$ cat config.mk
export PLATFORM = sky130hd
export DESIGN_NAME = pwm_channel_dither_fade_flat
export DESIGN_NICKNAME = d
export VERILOG_FILES = /design/src/rtl/core/pcdf_pkg.sv /design/src/rtl/core/pcdf_tick_if.sv /design/src/rtl/core/pcdf_res_if.sv /design/src/rtl/core/pcdf_fade.sv /design/src/rtl/core/pwm_channel_dither_fade.sv /design/src/flat_wrapper.sv
export SDC_FILE = /design/constraint.sdc
export NUM_CORES = 1
export LEC_CHECK = 0
export BUFFER_PORTS_ARGS = -buffer_cell sky130_fd_sc_hd__buf_2
export CORE_MARGIN = 2
export CORE_UTILIZATION = 39
export CTS_CLUSTER_DIAMETER = 150
export DETAILED_ROUTE_END_ITERATION = 8
export GPL_TIMING_DRIVEN = 0
export PLACE_DENSITY_LB_ADDON = 0.12
export SLEW_MARGIN = 10
export SYNTH_ARGS = -nofsm -noshare
export SYNTH_HDL_FRONTEND = slang
export SYNTH_SLANG_ARGS = --single-unit
$ cat constraint.sdc
create_clock -name clk_i -period 13.9 [get_ports clk_i]
set_clock_uncertainty 0.15 [all_clocks]
set_input_delay 1.39 -clock clk_i [delete_from_list [all_inputs] [get_ports clk_i]]
set_output_delay 1.39 -clock clk_i [all_outputs]
set_load 0.01 [all_outputs]
$ cat src/rtl/core/pcdf_pkg.sv
// ----------------------------------------------------------------------------
// pcdf_pkg
// Shared types and constants for the dithered, fading PWM channel.
// ----------------------------------------------------------------------------
package pcdf_pkg;

  localparam int unsigned COUNTER_BITS_DEF = 20;
  localparam int unsigned DITHER_STEPS_DEF = 16;

  localparam int unsigned PERIOD_W   = 21;
  localparam int unsigned HSTART_W   = 20;
  localparam int unsigned DUTYVAL_W  = 25;
  localparam int unsigned FRAC_W     = 4;
  localparam int unsigned DUTY_W     = 21;
  localparam int unsigned FADE_W     = 10;
  localparam int unsigned STEP_W     = 11;
  localparam int unsigned OFFSET_W   = 22;
  localparam int unsigned CFG_IDX_W  = 3;
  localparam int unsigned CFG_DATA_W = 25;

  localparam logic [PERIOD_W-1:0] PERIOD_RST    = 21'h100000;
  localparam logic [FADE_W-1:0]   FADE_CYCLE_RST = 10'd1;

  typedef enum logic [CFG_IDX_W-1:0] {
    CFG_PERIOD_LIMIT = 3'd0,
    CFG_HIGH_START   = 3'd1,
    CFG_DUTY_VALUE   = 3'd2,
    CFG_OUT_ENABLE   = 3'd3,
    CFG_IDLE_LEVEL   = 3'd4,
    CFG_FADE_COUNT   = 3'd5,
    CFG_FADE_CYCLE   = 3'd6,
    CFG_FADE_STEP    = 3'd7
  } cfg_idx_e;

  typedef struct packed {
    logic [PERIOD_W-1:0]  period_limit;
    logic [HSTART_W-1:0]  high_start;
    logic [DUTYVAL_W-1:0] duty_value;
    logic                 out_enable;
    logic                 idle_level;
    logic [FADE_W-1:0]    fade_count;
    logic [FADE_W-1:0]    fade_cycle;
    logic [STEP_W-1:0]    fade_step;
  } cfg_t;

  // per-transaction control from the timer into the fade/dither unit
  typedef struct packed {
    logic accept;
    logic restart;
    logic wrap;
  } fade_ctrl_t;

endpackage

$ cat src/rtl/core/pcdf_tick_if.sv
// ----------------------------------------------------------------------------
// pcdf_tick_if
// Tick channel: timer reset, pause and restart flags with valid/ready.
// ----------------------------------------------------------------------------
interface pcdf_tick_if;
  logic valid;
  logic ready;
  logic timer_reset;
  logic timer_pause;
  logic restart;

  modport source (output valid, output timer_reset, output timer_pause,
                  output restart, input ready);
  modport sink   (input valid, input timer_reset, input timer_pause,
                  input restart, output ready);
endinterface

$ cat src/rtl/core/pcdf_res_if.sv
// ----------------------------------------------------------------------------
// pcdf_res_if
// Result channel: PWM level, counter, duty and period flags with valid/ready.
// ----------------------------------------------------------------------------
interface pcdf_res_if #(
  parameter int unsigned COUNTER_BITS = pcdf_pkg::COUNTER_BITS_DEF
);
  logic                            valid;
  logic                            ready;
  logic                            pwm_level;
  logic [COUNTER_BITS-1:0]         count_value;
  logic [pcdf_pkg::DUTY_W-1:0]     duty_now;
  logic                            period_wrap;
  logic                            fade_done;

  modport source (output valid, output pwm_level, output count_value,
                  output duty_now, output period_wrap, output fade_done,
                  input ready);
  modport sink   (input valid, input pwm_level, input count_value,
                  input duty_now, input period_wrap, input fade_done,
                  output ready);
endinterface

$ cat src/rtl/core/pcdf_fade.sv
// ----------------------------------------------------------------------------
// pcdf_fade
// Dither index, fade stepping and effective duty computation.
// ----------------------------------------------------------------------------
module pcdf_fade #(
  parameter int unsigned DITHER_STEPS = pcdf_pkg::DITHER_STEPS_DEF
) (
  input  logic                        clk_i,
  input  logic                        rst_ni,
  input  pcdf_pkg::cfg_t              cfg_i,
  input  pcdf_pkg::fade_ctrl_t        ctrl_i,
  output logic [pcdf_pkg::DUTY_W-1:0] duty_o,   // duty after this transaction
  output logic                        done_o
);

  localparam int unsigned IW = $clog2(DITHER_STEPS);
  localparam logic [IW-1:0] IDX_LAST = IW'(DITHER_STEPS - 1);

  logic [IW-1:0]                   idx_q, idx_d;
  logic [pcdf_pkg::FADE_W-1:0]     left_q, left_d;
  logic [pcdf_pkg::FADE_W-1:0]     wait_q, wait_d;
  logic [pcdf_pkg::OFFSET_W-1:0]   off_q, off_d;
  logic [pcdf_pkg::DUTY_W-1:0]     duty_q, duty_d;
  logic [pcdf_pkg::OFFSET_W-1:0]   step_ext;
  logic [pcdf_pkg::DUTY_W-1:0]     base;
  logic [pcdf_pkg::FRAC_W-1:0]     frac;
  logic                            recompute;

  assign step_ext = {{(pcdf_pkg::OFFSET_W - pcdf_pkg::STEP_W)
                      {cfg_i.fade_step[pcdf_pkg::STEP_W-1]}}, cfg_i.fade_step};
  assign base = cfg_i.duty_value[pcdf_pkg::DUTYVAL_W-1:pcdf_pkg::FRAC_W];
  assign frac = cfg_i.duty_value[pcdf_pkg::FRAC_W-1:0];

  always_comb begin
    idx_d     = idx_q;
    left_d    = left_q;
    wait_d    = wait_q;
    off_d     = off_q;
    done_o    = 1'b0;
    recompute = 1'b0;
    if (ctrl_i.restart) begin
      idx_d     = '0;
      left_d    = cfg_i.fade_count;
      wait_d    = cfg_i.fade_cycle;
      off_d     = '0;
      recompute = 1'b1;
    end else if (ctrl_i.wrap) begin
      idx_d     = (idx_q == IDX_LAST) ? '0 : idx_q + 1'b1;
      recompute = 1'b1;
      if (left_q != '0) begin
        // a wait of zero or one both mean the step is due now
        if (wait_q <= pcdf_pkg::FADE_W'(1)) begin
          off_d  = off_q + step_ext;
          wait_d = cfg_i.fade_cycle;
          left_d = left_q - 1'b1;
          done_o = (left_d == '0);
        end else begin
          wait_d = wait_q - 1'b1;
        end
      end
    end
  end

  // low 21 bits of base + dither bit + sign-extended offset
  always_comb begin
    duty_d = duty_q;
    if (recompute) begin
      duty_d = base + pcdf_pkg::DUTY_W'(frac > pcdf_pkg::FRAC_W'(idx_d))
             + off_d[pcdf_pkg::DUTY_W-1:0];
    end
  end

  assign duty_o = duty_d;

  always_ff @(posedge clk_i or negedge rst_ni) begin
    if (!rst_ni) begin
      idx_q  <= '0;
      left_q <= '0;
      wait_q <= '0;
      off_q  <= '0;
      duty_q <= '0;
    end else if (ctrl_i.accept) begin
      idx_q  <= idx_d;
      left_q <= left_d;
      wait_q <= wait_d;
      off_q  <= off_d;
      duty_q <= duty_d;
    end
  end

endmodule

$ cat src/rtl/core/pwm_channel_dither_fade.sv
// ----------------------------------------------------------------------------
// pwm_channel_dither_fade
// One PWM channel with its timer, fractional duty dither and linear fade.
// ----------------------------------------------------------------------------
// Latency: a result is valid in the cycle after its tick transaction.
// Throughput: one tick per cycle; the output register takes a new result
//   whenever the previous one is being taken or is absent.
// The critical path is counter increment, duty add and the window compare.
// Reset: rst_ni clears counter, dither and fade state and loads register
//   defaults (period 2^20, fade cycle 1, everything else zero).
module pwm_channel_dither_fade #(
  parameter int unsigned COUNTER_BITS = pcdf_pkg::COUNTER_BITS_DEF,
  parameter int unsigned DITHER_STEPS = pcdf_pkg::DITHER_STEPS_DEF
) (
  input  logic                            clk_i,
  input  logic                            rst_ni,
  input  logic                            cfg_we_i,
  input  logic [pcdf_pkg::CFG_IDX_W-1:0]  cfg_index_i,
  input  logic [pcdf_pkg::CFG_DATA_W-1:0] cfg_wdata_i,
  pcdf_tick_if.sink                       tick_i,
  pcdf_res_if.source                      res_o
);

  localparam int unsigned CW = ((COUNTER_BITS > pcdf_pkg::PERIOD_W) ?
                                COUNTER_BITS : pcdf_pkg::PERIOD_W) + 1;
  localparam int unsigned KW = ((COUNTER_BITS > pcdf_pkg::OFFSET_W) ?
                                COUNTER_BITS : pcdf_pkg::OFFSET_W) + 1;
  localparam logic [CW-1:0] LIM_MAX = CW'(64'd1 << COUNTER_BITS);

  pcdf_pkg::cfg_t             cfg_q;
  pcdf_pkg::fade_ctrl_t       fctrl;
  logic                       accept;
  logic [COUNTER_BITS-1:0]    cnt_q, cnt_d;
  logic [CW-1:0]              lim, cnt_inc;
  logic                       wrap;
  logic [pcdf_pkg::DUTY_W-1:0] duty;
  logic                       done;
  logic [KW-1:0]              cnt_k, hs_k, end_k;
  logic                       level;

  logic                        res_valid_q;
  logic                        res_level_q;
  logic [COUNTER_BITS-1:0]     res_cnt_q;
  logic [pcdf_pkg::DUTY_W-1:0] res_duty_q;
  logic                        res_wrap_q;
  logic                        res_done_q;

  // configuration registers
  always_ff @(posedge clk_i or negedge rst_ni) begin
    if (!rst_ni) begin
      cfg_q <= '{period_limit: pcdf_pkg::PERIOD_RST, high_start: '0, duty_value: '0,
                 out_enable: 1'b0, idle_level: 1'b0, fade_count: '0,
                 fade_cycle: pcdf_pkg::FADE_CYCLE_RST, fade_step: '0};
    end else if (cfg_we_i) begin
      case (pcdf_pkg::cfg_idx_e'(cfg_index_i))
        pcdf_pkg::CFG_PERIOD_LIMIT:
          cfg_q.period_limit <= cfg_wdata_i[pcdf_pkg::PERIOD_W-1:0];
        pcdf_pkg::CFG_HIGH_START:
          cfg_q.high_start <= cfg_wdata_i[pcdf_pkg::HSTART_W-1:0];
        pcdf_pkg::CFG_DUTY_VALUE:
          cfg_q.duty_value <= cfg_wdata_i[pcdf_pkg::DUTYVAL_W-1:0];
        pcdf_pkg::CFG_OUT_ENABLE: cfg_q.out_enable <= cfg_wdata_i[0];
        pcdf_pkg::CFG_IDLE_LEVEL: cfg_q.idle_level <= cfg_wdata_i[0];
        pcdf_pkg::CFG_FADE_COUNT:
          cfg_q.fade_count <= cfg_wdata_i[pcdf_pkg::FADE_W-1:0];
        pcdf_pkg::CFG_FADE_CYCLE:
          cfg_q.fade_cycle <= cfg_wdata_i[pcdf_pkg::FADE_W-1:0];
        pcdf_pkg::CFG_FADE_STEP:
          cfg_q.fade_step <= cfg_wdata_i[pcdf_pkg::STEP_W-1:0];
        default: ;
      endcase
    end
  end

  assign tick_i.ready = !res_valid_q || res_o.ready;
  assign accept       = tick_i.valid && tick_i.ready;

  // effective limit: zero acts as one, capped at the counter range
  always_comb begin
    lim = CW'(cfg_q.period_limit);
    if (lim == '0) lim = CW'(1);
    if (lim > LIM_MAX) lim = LIM_MAX;
  end

  assign cnt_inc = CW'(cnt_q) + CW'(1);

  always_comb begin
    cnt_d = cnt_q;
    wrap  = 1'b0;
    if (tick_i.timer_reset) begin
      cnt_d = '0;
    end else if (!tick_i.timer_pause) begin
      if (cnt_inc < lim) begin
        cnt_d = cnt_inc[COUNTER_BITS-1:0];
      end else begin
        cnt_d = '0;
        wrap  = 1'b1;
      end
    end
  end

  always_ff @(posedge clk_i or negedge rst_ni) begin
    if (!rst_ni) begin
      cnt_q <= '0;
    end else if (accept) begin
      cnt_q <= cnt_d;
    end
  end

  assign fctrl.accept  = accept;
  assign fctrl.restart = tick_i.restart;
  assign fctrl.wrap    = wrap;

  pcdf_fade #(
    .DITHER_STEPS(DITHER_STEPS)
  ) u_fade (
    .clk_i  (clk_i),
    .rst_ni (rst_ni),
    .cfg_i  (cfg_q),
    .ctrl_i (fctrl),
    .duty_o (duty),
    .done_o (done)
  );

  // high window: high_start <= count < high_start + duty
  assign cnt_k = KW'(cnt_d);
  assign hs_k  = KW'(cfg_q.high_start);
  assign end_k = hs_k + KW'(duty);
  assign level = cfg_q.out_enable ? ((cnt_k >= hs_k) && (cnt_k < end_k))
                                  : cfg_q.idle_level;

  // result register
  always_ff @(posedge clk_i or negedge rst_ni) begin
    if (!rst_ni) begin
      res_valid_q <= 1'b0;
    end else if (tick_i.ready) begin
      res_valid_q <= tick_i.valid;
    end
  end

  always_ff @(posedge clk_i) begin
    if (accept) begin
      res_level_q <= level;
      res_cnt_q   <= cnt_d;
      res_duty_q  <= duty;
      res_wrap_q  <= wrap;
      res_done_q  <= done;
    end
  end

  assign res_o.valid       = res_valid_q;
  assign res_o.pwm_level   = res_level_q;
  assign res_o.count_value = res_cnt_q;
  assign res_o.duty_now    = res_duty_q;
  assign res_o.period_wrap = res_wrap_q;
  assign res_o.fade_done   = res_done_q;

  // a fade can only finish on a period wrap
  a_done_on_wrap: assert property (@(posedge clk_i) disable iff (!rst_ni)
    res_valid_q && res_done_q |-> res_wrap_q)
    else $error("fade_done without period_wrap");

  // a wrap always leaves the counter at zero
  a_wrap_zero: assert property (@(posedge clk_i) disable iff (!rst_ni)
    res_valid_q && res_wrap_q |-> res_cnt_q == '0)
    else $error("period_wrap with nonzero count");

  // timer reset forces a zero count and no wrap in the next result
  a_timer_reset: assert property (@(posedge clk_i) disable iff (!rst_ni)
    accept && tick_i.timer_reset |=> res_cnt_q == '0 && !res_wrap_q)
    else $error("timer_reset not honored");

  // a counting tick never leaves the counter at or past the effective limit
  a_cnt_range: assert property (@(posedge clk_i) disable iff (!rst_ni)
    accept && !tick_i.timer_pause |-> CW'(cnt_d) < lim)
    else $error("counter beyond period limit");

endmodule

$ cat src/flat_wrapper.sv
// flat-port wrapper written by rule: the top's interface ports become plain ports
module pwm_channel_dither_fade_flat 
#(
  parameter int unsigned COUNTER_BITS = pcdf_pkg::COUNTER_BITS_DEF,
  parameter int unsigned DITHER_STEPS = pcdf_pkg::DITHER_STEPS_DEF
)
  (clk_i, rst_ni, cfg_we_i, cfg_index_i, cfg_wdata_i, tick_i_valid, tick_i_timer_reset, tick_i_timer_pause, tick_i_restart, tick_i_ready, res_o_valid, res_o_pwm_level, res_o_count_value, res_o_duty_now, res_o_period_wrap, res_o_fade_done, res_o_ready);
  pcdf_tick_if tick_i_i ();
  pcdf_res_if #(.COUNTER_BITS(COUNTER_BITS)) res_o_i ();
  input  logic clk_i;
  input  logic rst_ni;
  input  logic cfg_we_i;
  input  logic [pcdf_pkg::CFG_IDX_W-1:0] cfg_index_i;
  input  logic [pcdf_pkg::CFG_DATA_W-1:0] cfg_wdata_i;
  input wire logic [$bits(tick_i_i.valid)-1:0] tick_i_valid;
  input wire logic [$bits(tick_i_i.timer_reset)-1:0] tick_i_timer_reset;
  input wire logic [$bits(tick_i_i.timer_pause)-1:0] tick_i_timer_pause;
  input wire logic [$bits(tick_i_i.restart)-1:0] tick_i_restart;
  output wire logic [$bits(tick_i_i.ready)-1:0] tick_i_ready;
  output wire logic [$bits(res_o_i.valid)-1:0] res_o_valid;
  output wire logic [$bits(res_o_i.pwm_level)-1:0] res_o_pwm_level;
  output wire logic [$bits(res_o_i.count_value)-1:0] res_o_count_value;
  output wire logic [$bits(res_o_i.duty_now)-1:0] res_o_duty_now;
  output wire logic [$bits(res_o_i.period_wrap)-1:0] res_o_period_wrap;
  output wire logic [$bits(res_o_i.fade_done)-1:0] res_o_fade_done;
  input wire logic [$bits(res_o_i.ready)-1:0] res_o_ready;
  assign tick_i_i.valid = tick_i_valid;
  assign tick_i_i.timer_reset = tick_i_timer_reset;
  assign tick_i_i.timer_pause = tick_i_timer_pause;
  assign tick_i_i.restart = tick_i_restart;
  assign tick_i_ready = tick_i_i.ready;
  assign res_o_valid = res_o_i.valid;
  assign res_o_pwm_level = res_o_i.pwm_level;
  assign res_o_count_value = res_o_i.count_value;
  assign res_o_duty_now = res_o_i.duty_now;
  assign res_o_period_wrap = res_o_i.period_wrap;
  assign res_o_fade_done = res_o_i.fade_done;
  assign res_o_i.ready = res_o_ready;
  pwm_channel_dither_fade #(.COUNTER_BITS(COUNTER_BITS), .DITHER_STEPS(DITHER_STEPS)) u_core (.clk_i(clk_i), .rst_ni(rst_ni), .cfg_we_i(cfg_we_i), .cfg_index_i(cfg_index_i), .cfg_wdata_i(cfg_wdata_i), .tick_i(tick_i_i), .res_o(res_o_i));
endmodule
# == After elaboration in Yosys (flattened, before gate mapping) ==
# Index checks and enable logic that the tools add are counted.
# Widths: inputs -> output; s select.
# totals
ff_bits,231
output_inout_bits,46
# classes
n_addsub,8
order_cmp,6
n_eq_ne,8
muxes,27
n_bitwise,3
n_reduce_logical,22
# op_table
operator,n
$mux 22,4
$mux 10,8
$mux 21,3
$mux 20,3
$lt 20x23->1,1
$add 20x21->22,1
$add 22x22->22,1
$lt 22x21->1,1
$add 20x1->21 const B,1
$add 21x1->21,1
$add 21x21->21,1
$gt 21x21->1 const B,1
$logic_not 21->1,1
$ge 20x20->1,1
$sub 10x1->10 const B,2
$reduce_and 2->1,8
$eq 3x3->1 const B,4
$mux 4,3
$le 10x1->1 const B,1
$logic_not 10->1,1
$reduce_bool 10->1,1
$eq 3x2->1 const B,2
$mux 1,6
$reduce_bool 2->1,3
other kinds (12),15

# == Depth between registers and ports, before layout ==
# depth
word_depth,18
mapped_depth,54
ltp_nobuf,53

# == By module ==
# From an unflattened synthesis, not the netlist that was laid out.
# unflattened
hier_cells,1571
area_unflattened_um2,15003.1
# by_module_without_submodules
mod,n_inst,cells_each,area_each_um2,seq_area_each_um2
pwm_channel_dither_fade,1,864,9285.2,4326.6
pcdf_fade,1,707,5718.0,1651.6

# == Worst setup path before layout ==
# Ideal clock, no wire load.
# synth_path
kind,reg-to-reg
startpoint,register u_core.cnt_q[0]
endpoint,"register u_core.res_level_q (netlist: u_core.res_o.pwm_level), data pin"
setup_ns,0.167
arrival_ns,9.653
required_time_ns,13.583
slack_ns,3.929
path_stages_with_launch,55
n_path_buf,1
path_cell_list,dfrtp_1 -> ha_1 -> nand3_1 -> nor2_1 -> and3_1 -> and3_1 -> nand3_1 -> or3_1 -> nor2_1 -> xor2_1 -> ha_1 -> nand4_1 -> nor2_1 -> a221oi_1 -> o21a_1 -> o32ai_1 -> buf_4 -> mux2i_1 -> (+19 left out) -> nand3_1 -> nand2_1 -> a41oi_1 -> a21oi_1 -> o21ai_0 -> nand2b_1 -> a21oi_1 -> xor2_1 -> ha_1 -> a21oi_1 -> nor2b_1 -> o21ai_0 -> nand2_1 -> a2111oi_0 -> o21ai_0 -> o21ai_0 -> nor4_1 -> a221oi_2
# synth_between
elab_chain_cells,15
word_cells_on_any_way,23
classes_between,add/sub: 4; order compare: 4; mux: 14; reduce/logical: 1
# synth_rtl
item,line,rtl
"start, declared",pwm_channel_dither_fade.sv:33,"logic [COUNTER_BITS-1:0] cnt_q, cnt_d;"
"start signal, assigned",pwm_channel_dither_fade.sv:106,cnt_q <= cnt_d;
$add 20x1->21 *,pwm_channel_dither_fade.sv:85,assign cnt_inc = CW'(cnt_q) + CW'(1);
$lt 22x21->1 *,pwm_channel_dither_fade.sv:93,if (cnt_inc < lim) begin
$mux 1 *,pwm_channel_dither_fade.sv:93,
$mux 1 *,pwm_channel_dither_fade.sv:92,end else if (!tick_i.timer_pause) begin
$mux 1 *,pwm_channel_dither_fade.sv:90,if (tick_i.timer_reset) begin
via u_core.wrap,pwm_channel_dither_fade.sv:35,logic wrap;
$mux 4,pcdf_fade.sv:47,end else if (ctrl_i.wrap) begin
$mux 4,pcdf_fade.sv:41,if (ctrl_i.restart) begin
(+2 left out),-,
$add 21x21->21,pcdf_fade.sv:69,+ off_d[pcdf_pkg::DUTY_W-1:0];
$mux 21 *,pcdf_fade.sv:67,if (recompute) begin
"via u_core.duty, one bit",pwm_channel_dither_fade.sv:36,logic [pcdf_pkg::DUTY_W-1:0] duty;
$add 20x21->22 *,pwm_channel_dither_fade.sv:128,assign end_k = hs_k + KW'(duty);
$lt 20x23->1 *,pwm_channel_dither_fade.sv:129,assign level = cfg_q.out_enable ? ((cnt_k >= hs_k) && (cnt_k < end_k))
$logic_and 1x1->1 *,pwm_channel_dither_fade.sv:129,
$mux 1 *,pwm_channel_dither_fade.sv:129,
via u_core.level,pwm_channel_dither_fade.sv:39,logic level;
"end signal, assigned",pwm_channel_dither_fade.sv:143,res_level_q <= level;
"end, declared",pwm_channel_dither_fade.sv:42,logic res_level_q;
# The timed path passes the listed nets; every way through them passes the cells marked *. The select of a mux whose other input is x is not followed.
# A chain may end at the register's enable or synchronous reset.

# == Worst setup path in the final report ==
# Same ends and word-level chain as after synthesis.

==> out/metrics.yaml <==
routing:
  vias_per_cell: 5.45
  drc: 0
  drt-total-wl_mm: 42.8
  drt_pass1_iterations: 5
  drtAntennaViolNets: 0
  wire_per_inst_um: 19.8
  dr.first_iter.drc_count: 554
  vias: 11758
job:
  max_cap_viol_count: 0
clocking:
  ctsResizeCount: 0
  clock_sinks: 230
  clk_pin_slew_worst_paths_ns: 0.06
  cts_tree: "built"
  max-clock-path-buffers: 3
  cts_root_buf: "clkbuf_16"
  cts_htree_levels: 1
  cts_buffers: 28
  clk_latency_ns: 0.56
  postCtsHoldBufs: 0
  cts_setup_buffers: 0
hold_path:
  hold_class: "reg -> reg"
  min-delay-start: "u_core.u_fade.duty_q[10]"
setup_path:
  r2r-start: "u_core.cnt_q[0]"
  crit_arrival_ns: 12.67
  startpoint: "u_core.cnt_q[0]"
  critPathMaxStageDelay_ns: 0.64
  critPathSlowestCell: "a2111oi_0"
  startpoint_type: "flip-flop"
  crit_type: "reg -> reg"
  required_ns: 14.12
  critPathCaptureType: "flip-flop"
  path_max_fanout: 10
power_and_ir_drop:
  switching_share_pct: 35.8
  ir_worst_vdd_v: 0.0000855
  combPwrFrac_pct: 36.3
  p_seq_share_pct: 35.4
  power.density_mw_per_mm2: 158
  leakagePower_nw: 7.48
  intPower_mw: 1.69
  pwr-share-clk_pct: 28.3
  switching_power_mw: 0.940
cells_and_area:
  layout-drive-gt1-share_pct: 14.3
  final.fill_count: 3515
  instances_no_fill: 2159
  antenna_cells: 0
  final_util_pct: 45.3
  areaGrowthSynthToFinish_pct: 13.8
  final_nets: 1837
die:
  coreArea_mm2: 0.0367
  ios: 82
  rows: 70
  start_util_pct: 39.8
  die-area_mm2: 0.0390
  die_x_um: 197
  fp.dieH_um: 197
logic_synthesis:
  synth_ff_type: "dfrtp_1"
  synth_area_leader_cell: "dfrtp_1"
  synth.avg_cell_area_um2: 9.39
  synthDistinctLibCells: 74
  synth_edf_count: 44
  yosysSeqAreaShare_pct: 40.9
  synth_top_area_share_pct: 31.5
  syn_inst: 1555
  synthTopCellsByArea: "dfrtp_1, ha_1, edfxtp_1, nand2_1, mux2_2"
  syn-num-nets: 1723
  syn_area_mm2: 0.0146
  async_flop_share_pct: 80.9
  yosys_warnings: 0
  synth.most_common_cell: "nand2_1"
  ys_ff_latch: 230
  synth_common_cells: "nand2_1, dfrtp_1, ha_1, o21ai_0, nor2_1"
timing:
  worst_pin_slew_ns: 0.865
  min_period_ns: 12.45
  report.final.slew_viol_count: 0
  worst_slack_ns: 1.45
  setup-tns-final_ns: 0
  hold_violations: 0
  fin_hold_ws_ns: 0.329
  setup_viol: 0
  post-route-period-util_pct: 89.6
  max_clock_freq_ghz: 0.0803
  relSlewSlack_pct: 41.6
  rsz0062_at_grt: "false"
grt:
  grt_use_total_pct: 22.4
  grt_max_degree: 77
  grt_pass1_wl_mm: 66.8
  antenna_found_initial: 2
  grt-ovfl-total: 0
  grt_pass1_vias: 11463
placement:
  io_buffers: 81
  routabilityCongestion: 0.899
  place_ws_ns: 1.21
  dp_hpwl_mm: 32.3
  dp.cells: 2107
status:
  status: "finished, final reports clean"
==> per-layer routing <==
layer  global-route usage, %  share of wire (%)  vias to the layer above
met5                       0                  0                        -
met4                    7.05                3.5                        0
met3                    2.46                3.4                       73
met2                    37.3                 46                      209
met1                    30.5                 47                     5669
li1                        -                  -                     5807
==> flip-flops by register name, summed over array words and instances (netlist names) <==
signal	count
u_core.res_o.fade_done	1
u_core.u_fade.wait_q	10
u_core.u_fade.left_q	10
u_core.u_fade.idx_q	4
u_core.cnt_q	20
u_core.cfg_q	99
u_core.res_o.period_wrap	1
u_core.res_o.pwm_level	1
u_core.u_fade.duty_q	21
u_core.res_o.valid	1
u_core.res_o.duty_now	21
u_core.res_o.count_value	20
u_core.u_fade.off_q	21
==> placed cells by master, fill, tap and decap left out, drive strengths merged, types with 7 or more instances in the layout <==
cell type,count
xnor2,56
a21oi,91
nor2,101
o21a,11
nand3b,7
clkinv,12
and3,9
nand4,8
nor4,18
nand2b,19
dfrtp,184
o21ai,106
or3,17
nand3,23
nand2,271
or2,7
o31ai,19
xor2,30
a31oi,12
a21o,32
clkbuf,81
a211oi,9
a21boi,7
buf,97
inv,60
o21bai,10
nor3,31
a221o,7
nor2b,14
ha,128
edfxtp,44
mux2,83
==> power by group through the flow <==
| stage | sequential (mW) | combinational, mW | clock [mW] |
|---|---|---|---|
| 6_report | 0.929 | 0.954 | 0.742 |
| 5_1_grt | 0.948 | 1.08 | 0.786 |
| 4_1_cts | 0.929 | 0.956 | 0.762 |
| 3_5_place_dp | 0.939 | 0.950 | 0 |
| 3_3_place_gp | 0.936 | 0.932 | 0 |
| 2_1_floorplan | 0.921 | 0.704 | 0 |
==> path summary, 6_finish.rpt <==
check,to,slack (ns),depth (start not counted)
setup / recovery,u_core.res_o.pwm_level,1.45,49
hold / removal,u_core.u_fade.duty_q[10],0.33,2
setup reg to reg,u_core.res_o.pwm_level,1.45,49
hold reg to reg,u_core.u_fade.duty_q[10],0.33,2
max in group asynchronous,u_core.cnt_q[3],11.97,3
min in group asynchronous,u_core.cfg_q[17],0.55,1
==> per-stage QoR <==
step	cell area [µm²]	total power, mW
6_report	16600	2.63
5_1_grt	16600	2.82
4_1_cts	16600	2.65
3_5_place_dp	15700	1.89
3_3_place_gp	15600	1.87
2_1_floorplan	14600	1.63
==> worst max-delay path, delay by kind of cell, from the launching register on <==
| kind | cells | cell delay, ns |
|---|---|---|
| mux | 1 | 0.09 |
| fa+ha+maj | 7 | 2.19 |
| buf+inv | 1 | 0.31 |
| flops | 1 | 0.47 |
| compound gates | 20 | 5.45 |
| xor+xnor | 2 | 0.37 |
| simple gates | 18 | 3.22 |
==> logic make-up (layout without fill, tap and decap cells) <==
group	count (synthesis)	after routing	synth area share [%]
multiplexers	87	87	6.68
AND/OR/NAND/NOR	544	544	17.1
XOR/XNOR	86	86	5.16
buffers and inverters	118	254	3.15
adder cells (fa/ha/maj)	132	132	11.5
AO/OA/AOI/OAI	358	358	15.5
flip-flops	230	230	40.9
==> cell type report <==
| type | count | area [µm²] | area share (%) |
|---|---|---|---|
| well taps | 468 | 586 | 3.52 |
| multi-input cells | 1207 | 8170 | 49.2 |
| flip-flops and latches | 230 | 5980 | 36.0 |
| repair buffers | 84 | 490 | 2.95 |
| clock buffers | 36 | 782 | 4.71 |
| clock inverters | 16 | 151 | 0.911 |
| inverters | 60 | 225 | 1.36 |
| plain buffers | 58 | 236 | 1.42 |
Note: power is estimated with default switching activity, not from simulation.
